### config.mk
export PLATFORM = sky130hd
export DESIGN_NAME = gb2312_text_pretokenizer_top
export DESIGN_NICKNAME = d
export VERILOG_FILES = /design/src/gbtok_pkg.sv /design/src/gbtok_front.sv /design/src/gbtok_queue.sv /design/src/gbtok_back.sv /design/src/gb2312_text_pretokenizer_top.sv
export VERILOG_INCLUDE_DIRS = /design/src /design/src/src
export SDC_FILE = /design/constraint.sdc
export NUM_CORES = 1
export LEC_CHECK = 0
export ABC_AREA = 1
export BUFFER_PORTS_ARGS = -buffer_cell sky130_fd_sc_hd__buf_4
export CORE_ASPECT_RATIO = 1.25
export CORE_MARGIN = 5
export CORE_UTILIZATION = 38
export CTS_BUF_LIST = sky130_fd_sc_hd__clkbuf_8
export DETAILED_ROUTE_END_ITERATION = 6
export PLACE_DENSITY_LB_ADDON = 0.08
export SLEW_MARGIN = 15
export SYNTH_ARGS = -nofsm -noshare
export SYNTH_HDL_FRONTEND = slang
export SYNTH_HIERARCHICAL = 1
export SYNTH_SLANG_ARGS = --single-unit
### constraint.sdc
create_clock -name clk_i -period 2.5 [get_ports clk_i]
set_input_delay 0.5 -clock clk_i [delete_from_list [all_inputs] [get_ports clk_i]]
set_output_delay 0.5 -clock clk_i [all_outputs]
set_load 0.005 [all_outputs]
### src/gb2312_text_pretokenizer_top_macros.svh
// Assertion macros for the GB2312 text pre-tokenizer.
// Expects clk_i and rst_ni in the scope where a macro is used.
`ifndef GB2312_TEXT_PRETOKENIZER_TOP_MACROS_SVH
`define GB2312_TEXT_PRETOKENIZER_TOP_MACROS_SVH

// Same-cycle implication, checked outside reset.
`define GBTOK_ASSERT_NOW(label, ante, cons, msg) \
  label: assert property (@(posedge clk_i) disable iff (!rst_ni) (ante) |-> (cons)) \
    else $error(msg);

// Next-cycle implication, checked outside reset.
`define GBTOK_ASSERT_NEXT(label, ante, cons, msg) \
  label: assert property (@(posedge clk_i) disable iff (!rst_ni) (ante) |=> (cons)) \
    else $error(msg);

`endif

### src/gbtok_pkg.sv
// Shared types and constants of the GB2312 text pre-tokenizer.
// No dependencies; imported by every module of the block.
`timescale 1ns / 1ps

package gbtok_pkg;

  localparam int unsigned ADDR_W = 4;
  localparam int unsigned DATA_W = 32;

  // Register indexes, taken from paddr[3:2]
  localparam logic [1:0] REG_SEP_LENGTH = 2'd0;
  localparam logic [1:0] REG_SEP_FIRST  = 2'd1;
  localparam logic [1:0] REG_SEP_SECOND = 2'd2;

  // Output slots of one request, emitted lowest first
  localparam int unsigned SLOT_PRE0  = 0;
  localparam int unsigned SLOT_PRE1  = 1;
  localparam int unsigned SLOT_DATA0 = 2;
  localparam int unsigned SLOT_DATA1 = 3;
  localparam int unsigned SLOT_POST0 = 4;
  localparam int unsigned SLOT_POST1 = 5;
  localparam int unsigned NUM_SLOTS  = 6;

  typedef struct packed {
    logic [1:0] sep_length;
    logic [7:0] sep_first;
    logic [7:0] sep_second;
  } cfg_t;

  typedef struct packed {
    logic [NUM_SLOTS-1:0] slots;
    logic [7:0]           byte0;
    logic [7:0]           byte1;
    logic                 text_end;
  } desc_t;

endpackage

### src/gbtok_front.sv
// Front end: accepts text bytes, tracks token state and classifies each byte
// into an output descriptor. Depends on gbtok_pkg.
`timescale 1ns / 1ps

module gbtok_front (
  input  logic           clk_i,
  input  logic           rst_ni,
  input  logic           in_valid_i,
  output logic           in_ready_o,
  input  logic [7:0]     in_byte_i,
  input  logic           text_end_i,
  input  gbtok_pkg::cfg_t  cfg_i,
  input  logic           q_ready_i,
  output logic           push_o,
  output gbtok_pkg::desc_t desc_o
);
  import gbtok_pkg::*;

  localparam logic [7:0] ChNewline = 8'h0a;
  localparam logic [7:0] ChSpace   = 8'h20;

  function automatic logic is_ascii_alnum(input logic [7:0] b);
    return b inside {[8'h30:8'h39], [8'h41:8'h5a], [8'h61:8'h7a]};
  endfunction

  function automatic logic is_ascii_punct(input logic [7:0] b);
    return b inside {[8'd33:8'd47], [8'd58:8'd64], [8'd91:8'd96], [8'd123:8'd126]};
  endfunction

  function automatic logic is_wide_alnum(input logic [15:0] d);
    return d inside {[16'ha3b0:16'ha3b9], [16'ha3c1:16'ha3da], [16'ha3e1:16'ha3fa]};
  endfunction

  function automatic logic is_wide_symbol(input logic [15:0] d);
    return d inside {[16'ha1a0:16'ha9f0]};
  endfunction

  logic [7:0] lead_q, lead_d;
  logic       lead_valid_q, lead_valid_d;
  logic       ascii_open_q, ascii_open_d;
  logic       wide_open_q, wide_open_d;

  logic        accept;
  logic        pre_sep, post_sep, use0, use1;
  logic [15:0] pair;
  logic        wide_alnum, wide_sym;
  logic        sep_one, sep_two;

  assign accept     = in_valid_i & q_ready_i;
  assign in_ready_o = q_ready_i;
  assign pair       = {lead_q, in_byte_i};
  assign wide_alnum = is_wide_alnum(pair);
  assign wide_sym   = is_wide_symbol(pair);
  assign sep_one    = |cfg_i.sep_length;
  assign sep_two    = cfg_i.sep_length[1];

  always_comb begin
    pre_sep      = 1'b0;
    post_sep     = 1'b0;
    use0         = 1'b0;
    use1         = 1'b0;
    desc_o.byte0 = in_byte_i;
    desc_o.byte1 = in_byte_i;
    lead_d       = lead_q;
    lead_valid_d = lead_valid_q;
    ascii_open_d = ascii_open_q;
    wide_open_d  = wide_open_q;
    if (lead_valid_q) begin
      // Trail byte: the pair goes out whatever its value.
      pre_sep      = wide_open_q & ~wide_alnum;
      use0         = 1'b1;
      use1         = 1'b1;
      desc_o.byte0 = lead_q;
      post_sep     = wide_sym & (~wide_alnum | text_end_i);
      wide_open_d  = wide_sym & wide_alnum & ~text_end_i;
      ascii_open_d = 1'b0;
      lead_valid_d = 1'b0;
    end else if (in_byte_i[7]) begin
      ascii_open_d = 1'b0;
      if (text_end_i) begin
        // A lone lead at the end of a passage goes out by itself.
        pre_sep      = ascii_open_q | wide_open_q;
        use0         = 1'b1;
        wide_open_d  = 1'b0;
        lead_valid_d = 1'b0;
      end else begin
        // A pending full-width separator waits for the trail byte.
        pre_sep      = ascii_open_q;
        lead_d       = in_byte_i;
        lead_valid_d = 1'b1;
      end
    end else begin
      pre_sep     = (ascii_open_q & ~is_ascii_alnum(in_byte_i)) | wide_open_q;
      use0        = 1'b1;
      wide_open_d = 1'b0;
      if (in_byte_i == ChNewline || in_byte_i == ChSpace) begin
        ascii_open_d = 1'b0;
      end else if (is_ascii_punct(in_byte_i)) begin
        post_sep     = 1'b1;
        ascii_open_d = 1'b0;
      end else begin
        post_sep     = text_end_i;
        ascii_open_d = ~text_end_i;
      end
    end
    desc_o.slots             = '0;
    desc_o.slots[SLOT_PRE0]  = pre_sep & sep_one;
    desc_o.slots[SLOT_PRE1]  = pre_sep & sep_two;
    desc_o.slots[SLOT_DATA0] = use0;
    desc_o.slots[SLOT_DATA1] = use1;
    desc_o.slots[SLOT_POST0] = post_sep & sep_one;
    desc_o.slots[SLOT_POST1] = post_sep & sep_two;
    desc_o.text_end          = text_end_i;
  end

  // A request that yields no result is consumed here and never queued.
  assign push_o = accept & (|desc_o.slots);

  always_ff @(posedge clk_i or negedge rst_ni) begin
    if (!rst_ni) begin
      lead_q       <= '0;
      lead_valid_q <= 1'b0;
      ascii_open_q <= 1'b0;
      wide_open_q  <= 1'b0;
    end else if (accept) begin
      lead_q       <= lead_d;
      lead_valid_q <= lead_valid_d;
      ascii_open_q <= ascii_open_d;
      wide_open_q  <= wide_open_d;
    end
  end

endmodule

### src/gbtok_queue.sv
// Short descriptor queue between the front and back ends.
// Depends on gbtok_pkg for the descriptor type.
`timescale 1ns / 1ps

module gbtok_queue #(
  parameter int unsigned DEPTH = 2
) (
  input  logic           clk_i,
  input  logic           rst_ni,
  input  logic           push_i,
  input  gbtok_pkg::desc_t data_i,
  output logic           ready_o,
  input  logic           pop_i,
  output logic           valid_o,
  output gbtok_pkg::desc_t data_o
);
  import gbtok_pkg::*;

  localparam int unsigned PtrW = $clog2(DEPTH);
  localparam int unsigned CntW = $clog2(DEPTH + 1);

  desc_t           mem_q [DEPTH];
  logic [PtrW-1:0] wr_ptr_q, rd_ptr_q;
  logic [CntW-1:0] count_q;
  logic            do_push, do_pop;

  assign ready_o = (count_q != CntW'(DEPTH));
  assign valid_o = (count_q != '0);
  assign data_o  = mem_q[rd_ptr_q];
  assign do_push = push_i & ready_o;
  assign do_pop  = pop_i & valid_o;

  always_ff @(posedge clk_i) begin
    if (do_push) begin
      mem_q[wr_ptr_q] <= data_i;
    end
  end

  always_ff @(posedge clk_i or negedge rst_ni) begin
    if (!rst_ni) begin
      wr_ptr_q <= '0;
      rd_ptr_q <= '0;
      count_q  <= '0;
    end else begin
      if (do_push) begin
        wr_ptr_q <= (wr_ptr_q == PtrW'(DEPTH - 1)) ? '0 : wr_ptr_q + 1'b1;
      end
      if (do_pop) begin
        rd_ptr_q <= (rd_ptr_q == PtrW'(DEPTH - 1)) ? '0 : rd_ptr_q + 1'b1;
      end
      if (do_push && !do_pop) begin
        count_q <= count_q + 1'b1;
      end else if (do_pop && !do_push) begin
        count_q <= count_q - 1'b1;
      end
    end
  end

endmodule

### src/gbtok_back.sv
// Back end: walks the slots of each descriptor and drives one output byte
// per cycle unless the output stalls, through a registered output stage. Depends on gbtok_pkg.
`timescale 1ns / 1ps

module gbtok_back (
  input  logic           clk_i,
  input  logic           rst_ni,
  input  gbtok_pkg::cfg_t  cfg_i,
  input  logic           q_valid_i,
  input  gbtok_pkg::desc_t q_data_i,
  output logic           pop_o,
  output logic           out_valid_o,
  input  logic           out_ready_i,
  output logic [7:0]     out_byte_o,
  output logic           last_of_item_o,
  output logic           passage_done_o
);
  import gbtok_pkg::*;

  logic [NUM_SLOTS-1:0] slots_q, slots_d;
  logic [7:0]           byte0_q, byte1_q;
  logic                 end_q;

  logic                 out_valid_q, out_valid_d;
  logic [7:0]           out_byte_q;
  logic                 out_last_q, out_done_q;

  logic                 have, out_free, advance, work_empty;
  logic [NUM_SLOTS-1:0] low, rest;
  logic [7:0]           sel_byte;

  assign have       = |slots_q;
  assign out_free   = ~out_valid_q | out_ready_i;
  assign advance    = have & out_free;
  assign low        = slots_q & (~slots_q + 1'b1);
  assign rest       = slots_q & ~low;
  assign work_empty = ~have | (advance & ~(|rest));
  assign pop_o      = work_empty & q_valid_i;

  always_comb begin
    case (low)
      NUM_SLOTS'(1) << SLOT_PRE0:  sel_byte = cfg_i.sep_first;
      NUM_SLOTS'(1) << SLOT_PRE1:  sel_byte = cfg_i.sep_second;
      NUM_SLOTS'(1) << SLOT_DATA0: sel_byte = byte0_q;
      NUM_SLOTS'(1) << SLOT_DATA1: sel_byte = byte1_q;
      NUM_SLOTS'(1) << SLOT_POST0: sel_byte = cfg_i.sep_first;
      NUM_SLOTS'(1) << SLOT_POST1: sel_byte = cfg_i.sep_second;
      default:                     sel_byte = byte0_q;
    endcase
  end

  always_comb begin
    if (pop_o) begin
      slots_d = q_data_i.slots;
    end else if (advance) begin
      slots_d = rest;
    end else begin
      slots_d = slots_q;
    end
    if (advance) begin
      out_valid_d = 1'b1;
    end else if (out_ready_i) begin
      out_valid_d = 1'b0;
    end else begin
      out_valid_d = out_valid_q;
    end
  end

  always_ff @(posedge clk_i or negedge rst_ni) begin
    if (!rst_ni) begin
      slots_q     <= '0;
      out_valid_q <= 1'b0;
    end else begin
      slots_q     <= slots_d;
      out_valid_q <= out_valid_d;
    end
  end

  always_ff @(posedge clk_i) begin
    if (pop_o) begin
      byte0_q <= q_data_i.byte0;
      byte1_q <= q_data_i.byte1;
      end_q   <= q_data_i.text_end;
    end
    if (advance) begin
      out_byte_q <= sel_byte;
      out_last_q <= ~(|rest);
      out_done_q <= ~(|rest) & end_q;
    end
  end

  assign out_valid_o    = out_valid_q;
  assign out_byte_o     = out_byte_q;
  assign last_of_item_o = out_last_q;
  assign passage_done_o = out_done_q;

endmodule

### src/gb2312_text_pretokenizer_top.sv
// Channel   | Direction | Handshake                    | Payload
// ----------+-----------+------------------------------+--------------------------------
// input     | in        | in_valid_i / in_ready_o      | in_byte_i, text_end_i
// output    | out       | out_valid_o / out_ready_i    | out_byte_o, last_of_item_o,
//           |           |                              | passage_done_o
// config    | in        | psel, penable, pwrite, pready| paddr, pwdata, prdata
//
// The output stage delivers one byte per cycle while out_ready_i is high; a request
// yields one to six results, and a lead byte with no result is never queued.
// A request accepted by the front passes through the queue, the work register and
// the output register before its first result shows.
// Input requests are taken every cycle while the descriptor queue has room, so the
// front keeps running while the output is stalled. Reset is asynchronous and active
// low; the separator registers return to length 2, '/' and ' '.
`timescale 1ns / 1ps

`include "gb2312_text_pretokenizer_top_macros.svh"

module gb2312_text_pretokenizer_top #(
  parameter int unsigned QUEUE_DEPTH = 2
) (
  input  logic                      clk_i,
  input  logic                      rst_ni,
  input  logic                      in_valid_i,
  output logic                      in_ready_o,
  input  logic [7:0]                in_byte_i,
  input  logic                      text_end_i,
  output logic                      out_valid_o,
  input  logic                      out_ready_i,
  output logic [7:0]                out_byte_o,
  output logic                      last_of_item_o,
  output logic                      passage_done_o,
  input  logic                      psel,
  input  logic                      penable,
  input  logic                      pwrite,
  input  logic [gbtok_pkg::ADDR_W-1:0] paddr,
  input  logic [gbtok_pkg::DATA_W-1:0] pwdata,
  output logic [gbtok_pkg::DATA_W-1:0] prdata,
  output logic                      pready
);
  import gbtok_pkg::*;

  cfg_t       cfg_q;
  logic       cfg_write;
  logic [1:0] reg_idx;

  logic  q_push, q_ready, q_valid, q_pop;
  desc_t q_desc, q_data;

  assign pready    = 1'b1;
  assign reg_idx   = paddr[3:2];
  assign cfg_write = psel & penable & pwrite & pready;

  always_ff @(posedge clk_i or negedge rst_ni) begin
    if (!rst_ni) begin
      cfg_q.sep_length <= 2'd2;
      cfg_q.sep_first  <= 8'd47;
      cfg_q.sep_second <= 8'd32;
    end else if (cfg_write) begin
      case (reg_idx)
        REG_SEP_LENGTH: cfg_q.sep_length <= pwdata[1:0];
        REG_SEP_FIRST:  cfg_q.sep_first  <= pwdata[7:0];
        REG_SEP_SECOND: cfg_q.sep_second <= pwdata[7:0];
        default:        ;
      endcase
    end
  end

  always_comb begin
    case (reg_idx)
      REG_SEP_LENGTH: prdata = {{(DATA_W-2){1'b0}}, cfg_q.sep_length};
      REG_SEP_FIRST:  prdata = {{(DATA_W-8){1'b0}}, cfg_q.sep_first};
      REG_SEP_SECOND: prdata = {{(DATA_W-8){1'b0}}, cfg_q.sep_second};
      default:        prdata = '0;
    endcase
  end

  gbtok_front u_front (
    .clk_i      (clk_i),
    .rst_ni     (rst_ni),
    .in_valid_i (in_valid_i),
    .in_ready_o (in_ready_o),
    .in_byte_i  (in_byte_i),
    .text_end_i (text_end_i),
    .cfg_i      (cfg_q),
    .q_ready_i  (q_ready),
    .push_o     (q_push),
    .desc_o     (q_desc)
  );

  gbtok_queue #(
    .DEPTH (QUEUE_DEPTH)
  ) u_queue (
    .clk_i   (clk_i),
    .rst_ni  (rst_ni),
    .push_i  (q_push),
    .data_i  (q_desc),
    .ready_o (q_ready),
    .pop_i   (q_pop),
    .valid_o (q_valid),
    .data_o  (q_data)
  );

  gbtok_back u_back (
    .clk_i          (clk_i),
    .rst_ni         (rst_ni),
    .cfg_i          (cfg_q),
    .q_valid_i      (q_valid),
    .q_data_i       (q_data),
    .pop_o          (q_pop),
    .out_valid_o    (out_valid_o),
    .out_ready_i    (out_ready_i),
    .out_byte_o     (out_byte_o),
    .last_of_item_o (last_of_item_o),
    .passage_done_o (passage_done_o)
  );

  `GBTOK_ASSERT_NOW(a_done_on_last, out_valid_o && passage_done_o, last_of_item_o, "passage end flagged on a result that is not the last of its request")
  `GBTOK_ASSERT_NOW(a_pop_nonempty, q_pop, q_valid, "back end popped an empty queue")
  `GBTOK_ASSERT_NEXT(a_push_visible, q_push && q_ready, q_valid, "queued descriptor not visible to the back end")

endmodule

* Word-level counts from Yosys, hierarchy flattened
Memory sizes are Yosys's and may differ from the RTL's.
Cells that the tools add are included.
W data, S select, Z words.
** Storage, ports and cells
- Bits in registers :: 67
- Bits in latches :: 0
- RAM bits :: 46
- Bits in read-only memories :: 0
- Word-level logic and storage cells :: 161
- Memories kept :: 1
** Memories
- u_queue.mem_q :: depth 2, bits a word 23, rd ports 1, clocked after memory_dff 0, wr ports 1, line gbtok_queue.sv:22 : desc_t mem_q [DEPTH];
** Cells by class
- Add/subtract/negate cells :: 5
- Multipliers :: 0
- Div/mod/pow operators :: 0
- Order comparisons :: 22
- Equal/unequal tests :: 11
- Shift-type cells :: 0
- Mux-type cells :: 34
- Bitwise operators :: 35
- Reduce and logical (&&, ||, !) cells :: 35
** Operators with widths (number)
- $ge A16 B16 Y1 const B :: 4
- $le A16 B16 Y1 const B :: 4
- $pmux W8 S3 :: 2
- $le A8 B7 Y1 const B :: 5
- $ge A8 B7 Y1 const B :: 4
- $mux W1 :: 27
- $ge A8 B6 Y1 const B :: 3
- $and A1 B1 Y1 :: 19
- $reduce_or A6 Y1 :: 3
- $le A8 B6 Y1 const B :: 2
- $logic_and A1 B1 Y1 :: 13
- $and A6 B6 Y6 :: 2
- $mux W6 :: 2
- $not A6 Y6 :: 2
- $eq A8 B4 Y1 const B :: 1
- $eq A8 B6 Y1 const B :: 1
- $mux W8 :: 1
- $reduce_and A2 Y1 :: 4
- $reduce_bool A2 Y1 :: 4
- $not A1 Y1 :: 7
- $add A6 B1 Y6 const B :: 1
- $eq A6 B1 Y1 const B :: 1
- $eq A6 B2 Y1 const B :: 1
- $eq A6 B4 Y1 const B :: 1
- other kinds (18) :: 28

* Longest topological paths before layout
- Depth in word-level cells :: 16
- Mapped depth :: 21

* Modules after synthesis
Netlist, hierarchy kept.
** By module, submodules not included
- gbtok_queue :: times used 1, cells an instance 149, area an instance 1964.4 µm²
- gbtok_back :: times used 1, cells an instance 126, area an instance 1521.5 µm²
- gbtok_front :: times used 1, cells an instance 188, area an instance 1156.1 µm²
- gb2312_text_pretokenizer_top :: times used 1, cells an instance 141, area an instance 1084.8 µm²

* Least setup slack after synthesis
OpenSTA, ideal clock, no wires.
- Path kind :: input to register
- From :: in in_byte_i[7]
- To :: mem u_queue/mem_q[0][0] in the netlist's numbering, enable pin
- Library setup time :: 0.403 ns
- Arrival :: 2.469 ns
- Data required time :: 2.097 ns
- Path slack :: -0.372 ns
- Cell stages on the path :: 14
- Buffers on the path :: 1
- Cell sequence :: buf_4 > nand2_1 > inv_1 > nand2_1 > nor2_1 > nand2_1 > nand2_1 > nand3_2 > nand3_2 > nand2_2 > nand3_2 > a21oi_2 > nand2_4 > nor2_1
** Between the ends
- Longest elaborated chain between the ends :: 14
- Elaborated cells on any way between the ends :: 63
- Classes of those cells :: 22 x order compare; 2 x eq/ne; 10 x mux; 13 x bitwise; 16 x reduce/logical
** RTL lines
- start, declared :: line gb2312_text_pretokenizer_top.sv:26 : input logic [7:0] in_byte_i,
- $ge A8 B6 Y1 (tied with other cells) :: line gbtok_front.sv:23 : return b inside {[8'h30:8'h39], [8'h41:8'h5a], [8'h61:8'h7a]};
- $logic_and A1 B1 Y1 :: line gbtok_front.sv:23
- $reduce_bool A3 Y1 :: line gbtok_front.sv:23
- $not A1 Y1 :: line gbtok_front.sv:93 : pre_sep = (ascii_open_q & ~is_ascii_alnum(in_byte_i)) | wide_open_q;
- $and A1 B1 Y1 :: line gbtok_front.sv:93
- $or A1 B1 Y1 :: line gbtok_front.sv:93
- $mux W1 :: line gbtok_front.sv:78 : end else if (in_byte_i[7]) begin
- $mux W1 :: line gbtok_front.sv:68 : if (lead_valid_q) begin
- $and A1 B1 Y1 (on tied branches) :: line gbtok_front.sv:107, gbtok_front.sv:108
- $reduce_or A6 Y1 * :: line gbtok_front.sv:117 : assign push_o = accept & (|desc_o.slots);
- $and A1 B1 Y1 * :: line gbtok_front.sv:117
- named net q_push :: line gb2312_text_pretokenizer_top.sv:47 : logic q_push, q_ready, q_valid, q_pop;
- $and A1 B1 Y1 * :: line gbtok_queue.sv:30 : assign do_push = push_i & ready_o;
- $mux W1 * :: line gbtok_queue.sv:34 : if (do_push) begin
- $mux W1 (implied by the code) * :: line gbtok_queue.sv:35 : mem_q[wr_ptr_q] <= data_i;
- end, declared :: line gbtok_queue.sv:22
Mark *: on every way through the listed nets, which the timed path passes. The rest lies on a longest branch.

* Worst setup path in the final report
- From :: reg u_back.slots_q[1]
- To :: reg u_queue.count_q[1]
** Between the ends
- Longest elaborated chain between the ends :: 14
- Elaborated cells on any way between the ends :: 19
- Classes of those cells :: 1 x add/sub; 1 x mux; 11 x bitwise; 6 x reduce/logical
** RTL lines
- start, declared :: line gbtok_back.sv:20 : logic [NUM_SLOTS-1:0] slots_q, slots_d;
- start signal, assigned :: line gbtok_back.sv:74 : slots_q <= slots_d;
- $not A6 Y6 :: line gbtok_back.sv:35 : assign low = slots_q & (~slots_q + 1'b1);
- $add A6 B1 Y6 :: line gbtok_back.sv:35
- $and A6 B6 Y6 :: line gbtok_back.sv:35
- $not A6 Y6 :: line gbtok_back.sv:36 : assign rest = slots_q & ~low;
- $and A6 B6 Y6 :: line gbtok_back.sv:36
- $reduce_or A6 Y1 :: line gbtok_back.sv:37 : assign work_empty = ~have | (advance & ~(|rest));
- $not A1 Y1 :: line gbtok_back.sv:37
- $and A1 B1 Y1 :: line gbtok_back.sv:37
- $or A1 B1 Y1 * :: line gbtok_back.sv:37
- $and A1 B1 Y1 * :: line gbtok_back.sv:38 : assign pop_o = work_empty & q_valid_i;
- named net q_pop :: line gb2312_text_pretokenizer_top.sv:47
- $and A1 B1 Y1 * :: line gbtok_queue.sv:31 : assign do_pop = pop_i & valid_o;
- $logic_not A1 Y1 :: line gbtok_queue.sv:51 : if (do_push && !do_pop) begin
- $logic_and A1 B1 Y1 :: line gbtok_queue.sv:51
- $mux W2 or $reduce_bool A2 Y1 (tied branches)
- end signal, assigned :: line gbtok_queue.sv:52 : count_q <= count_q + 1'b1;
- end signal, assigned :: line gbtok_queue.sv:54 : count_q <= count_q - 1'b1;
- end, declared :: line gbtok_queue.sv:24 : logic [CntW-1:0] count_q;
Marked as above.
A chain may end at the register's enable or synchronous reset.

==> impl_metrics.tcl <==
set metrics [dict create \
    slowest_delay_ns 0.51 \
    cp_cell_sequence "o21ai_0 > nand2_1 > nor2_1 > nand4_1 > a21oi_2 > nand2_2 > ha_1 > inv_1 > nand3_1 > nand2_1 > nand2_1" \
    rows 50 \
    ant_nets 0 \
    fin_util 0.4459 \
    drc 0 \
    layout_common_cells "nand2_1 (225), edfxtp_1 (73), buf_4 (63)" \
    path_buf_inv 1 \
    drive_above_1_share 0.2526 \
    clockBufferDepth 2 \
    critPathLaunchType "register" \
    arrival_ns 2.58 \
    multi_input_area_um2 2059 \
    maxCapViolCount 0 \
    yosysTopAreaCellShare 0.3828 \
    hold_path_class "in2async" \
    tns_ns 0 \
    required_ns 2.82 \
    drt_iter0_markers 166 \
    cts_tree "done" \
    hold_slack_ns 0.07003 \
    core-area_um2 14890 \
    cp_top_family "simple AND/OR/NAND/NOR gates" \
    fillerInstances 1456 \
    grtUsageTotal 0.1503 \
    root_buffer "clkbuf_8" \
    htreeDepth 4 \
    cts_buffers 17 \
    grt_pass1_vias 4064 \
    antenna_found_initial 0 \
    drv_slew 0 \
    fmax_mhz 443.0 \
    power_leakage_nw 3.026 \
    grt_overflow 0 \
    vias 4003 \
    final.min_clock_period_ns 2.257 \
    mostFrequentLayoutCell "nand2_1" \
    synth_cells 604 \
    yosys.area.top_type "edfxtp_1" \
    start_util 0.3846 \
    viasPerCell 4.660 \
    postSynthAreaPerCell_um2 9.481 \
    ys_seq_area_frac 0.5591 \
    firstDrtPassIters 7 \
    worst_clock_skew_ns 0.008812 \
    synth.area.top_cells "edfxtp_1 (38%), nand2_1 (15%), dfrtp_1 (14%)" \
    clock-sinks 113 \
    finalCritPeriodShare 0.9029 \
    p_per_area_nw_per_um2 1141 \
    crit_top_cell "nand2_1" \
    path_class "reg2reg" \
    place.detailed.hpwl_um 9309 \
    tightest_slew_ns 0.5798 \
    io_pins 97 \
    syn2layout_area_growth_pct 15.93 \
    cts_hold_buffers 0 \
    crit_path_top_delay_cell "dfrtp_1" \
    dieHeight_um 147.3 \
    gp_congestion 0.8304 \
    seqCellArea_um2 3202 \
    dieArea_um2 17640 \
    worst_setup_path_end_kind "register" \
    hold_viol 0 \
    io_buffers 45 \
    layout.nets 717 \
    diodes 0 \
    grt_max_degree 41 \
    grt_pass1_wl_um 20710 \
    ys_types 44 \
    relSlewSlack 0.6135 \
    wl_per_cell_um 14.36 \
    cts_setup_buffers 0 \
    clkLatencyLatePin_ns 0.43 \
    totalWireLength_um 12340 \
    yosys_register_bits 113 \
    status "complete, no violations" \
    die_w_um 119.8 \
    max-vdd-ir-drop_v 0.0003622 \
    cts.repair.resized 0 \
    cp_max_fo 7 \
    finalSetupViolCount 0 \
    cts.clk_slew.worst_paths_ns 0.07 \
    rsz0062_at_grt "false" \
    ys_warn_count 6 \
    syn_area_um2 5727 \
]
## cell type report
cell class	instances	area share
clock inverters	12	0.02431
flip-flops and latches	113	0.4823
well taps	182	0.03430
repair buffers	65	0.07727
inverters	50	0.03015
clock buffers	20	0.04146
multi-input cells	417	0.3102
## per-stage QoR
stage / worst slack, ns / cell area [µm²] / std cells / total power [mW]
floorplan: -0.3719 / 5817 / 627 / 4.997
global placement: 0.01355 / 6195 / 827 / 5.765
detailed placement: -0.02740 / 6195 / 827 / 5.812
CTS: 0.1980 / 6631 / 859 / 7.690
global route: 0.02119 / 6639 / 859 / 8.154
finish: 0.2428 / 6639 / 859 / 7.573
## routing by layer
metal,share of wire,GRT usage
met1,0.41,0.1695
met2,0.52,0.2667
met3,0.040,0.04082
met4,0.023,0.06304
met5,0,0
## sequential cells by signal, summed over array words and instances, names as in the netlist
name / flops
u_queue/mem_q: 46
u_back/out_valid_o: 1
cfg_q: 18
u_front/wide_open_q: 1
u_back/byte0_q: 8
u_queue/rd_ptr_q: 1
u_queue/wr_ptr_q: 1
u_front/ascii_open_q: 1
u_back/passage_done_o: 1
u_back/out_byte_o: 8
u_back/slots_q: 6
u_back/end_q: 1
u_queue/count_q: 2
u_back/last_of_item_o: 1
u_back/byte1_q: 8
u_front/lead_q: 8
u_front/lead_valid_q: 1
## synth_stat cells (all sizes together)
master / instances
conb: 2
dfrtp: 33
nor3: 2
o22ai: 1
buf: 45
nand3b: 1
a21oi: 7
dfstp: 7
xor2: 1
a31oi: 1
a211oi: 1
edfxtp: 73
clkbuf: 2
nand4: 6
a311oi: 1
ha: 1
o21ai: 28
a22oi: 8
o211ai: 2
nor2: 28
nand3: 44
or2: 5
xnor2: 1
inv: 50
nor4: 1
nand2: 253
## worst reg2reg max path, cell delays in order (launching register included)
cell     delay, ns
dfrtp_1       0.51
o21ai_0       0.28
nand2_1       0.08
nor2_1        0.16
nand4_1       0.19
a21oi_2       0.23
nand2_2       0.11
ha_1          0.32
inv_1         0.08
nand3_1       0.07
nand2_1       0.06
nand2_1       0.06
## kinds of logic (layout without fill, tap and decap cells)
kind of cell | count (synthesis) | count (layout) | synth area share
AOI/OAI and AO/OA | 49 | 49 | 0.05593
and+or+nand+nor | 340 | 340 | 0.2779
xor gates and xnor gates | 2 | 2 | 0.004371
DFF | 113 | 113 | 0.5591
buffers and inverters | 97 | 147 | 0.09919
adders and majority gates | 1 | 1 | 0.002184
other | 2 | 25 | 0.001311
## worst paths after layout
path                                   startpoint                  end  slack, ns  cells past startpoint
max in group asynchronous                  rst_ni   u_back/out_valid_o       2.03                      1
worst max register to register  u_back/slots_q[1]   u_queue/count_q[1]       0.24                     11
worst min register to register           cfg_q[5]             cfg_q[5]       0.47                      2
min in group clk_i                     text_end_i  u_queue/mem_q[0][0]       0.27                      1
worst max-delay path            u_back/slots_q[1]   u_queue/count_q[1]       0.24                     11
worst min-delay path                       rst_ni             cfg_q[0]       0.07                      1
## where the power goes
part           switching (mW)  leakage, nW  internal, mW
Clock                   0.699        0.227          1.15
Sequential              0.372         1.17          2.85
Combinational            1.59         1.63         0.916
No activity file was read; power rests on OpenSTA's default activity.
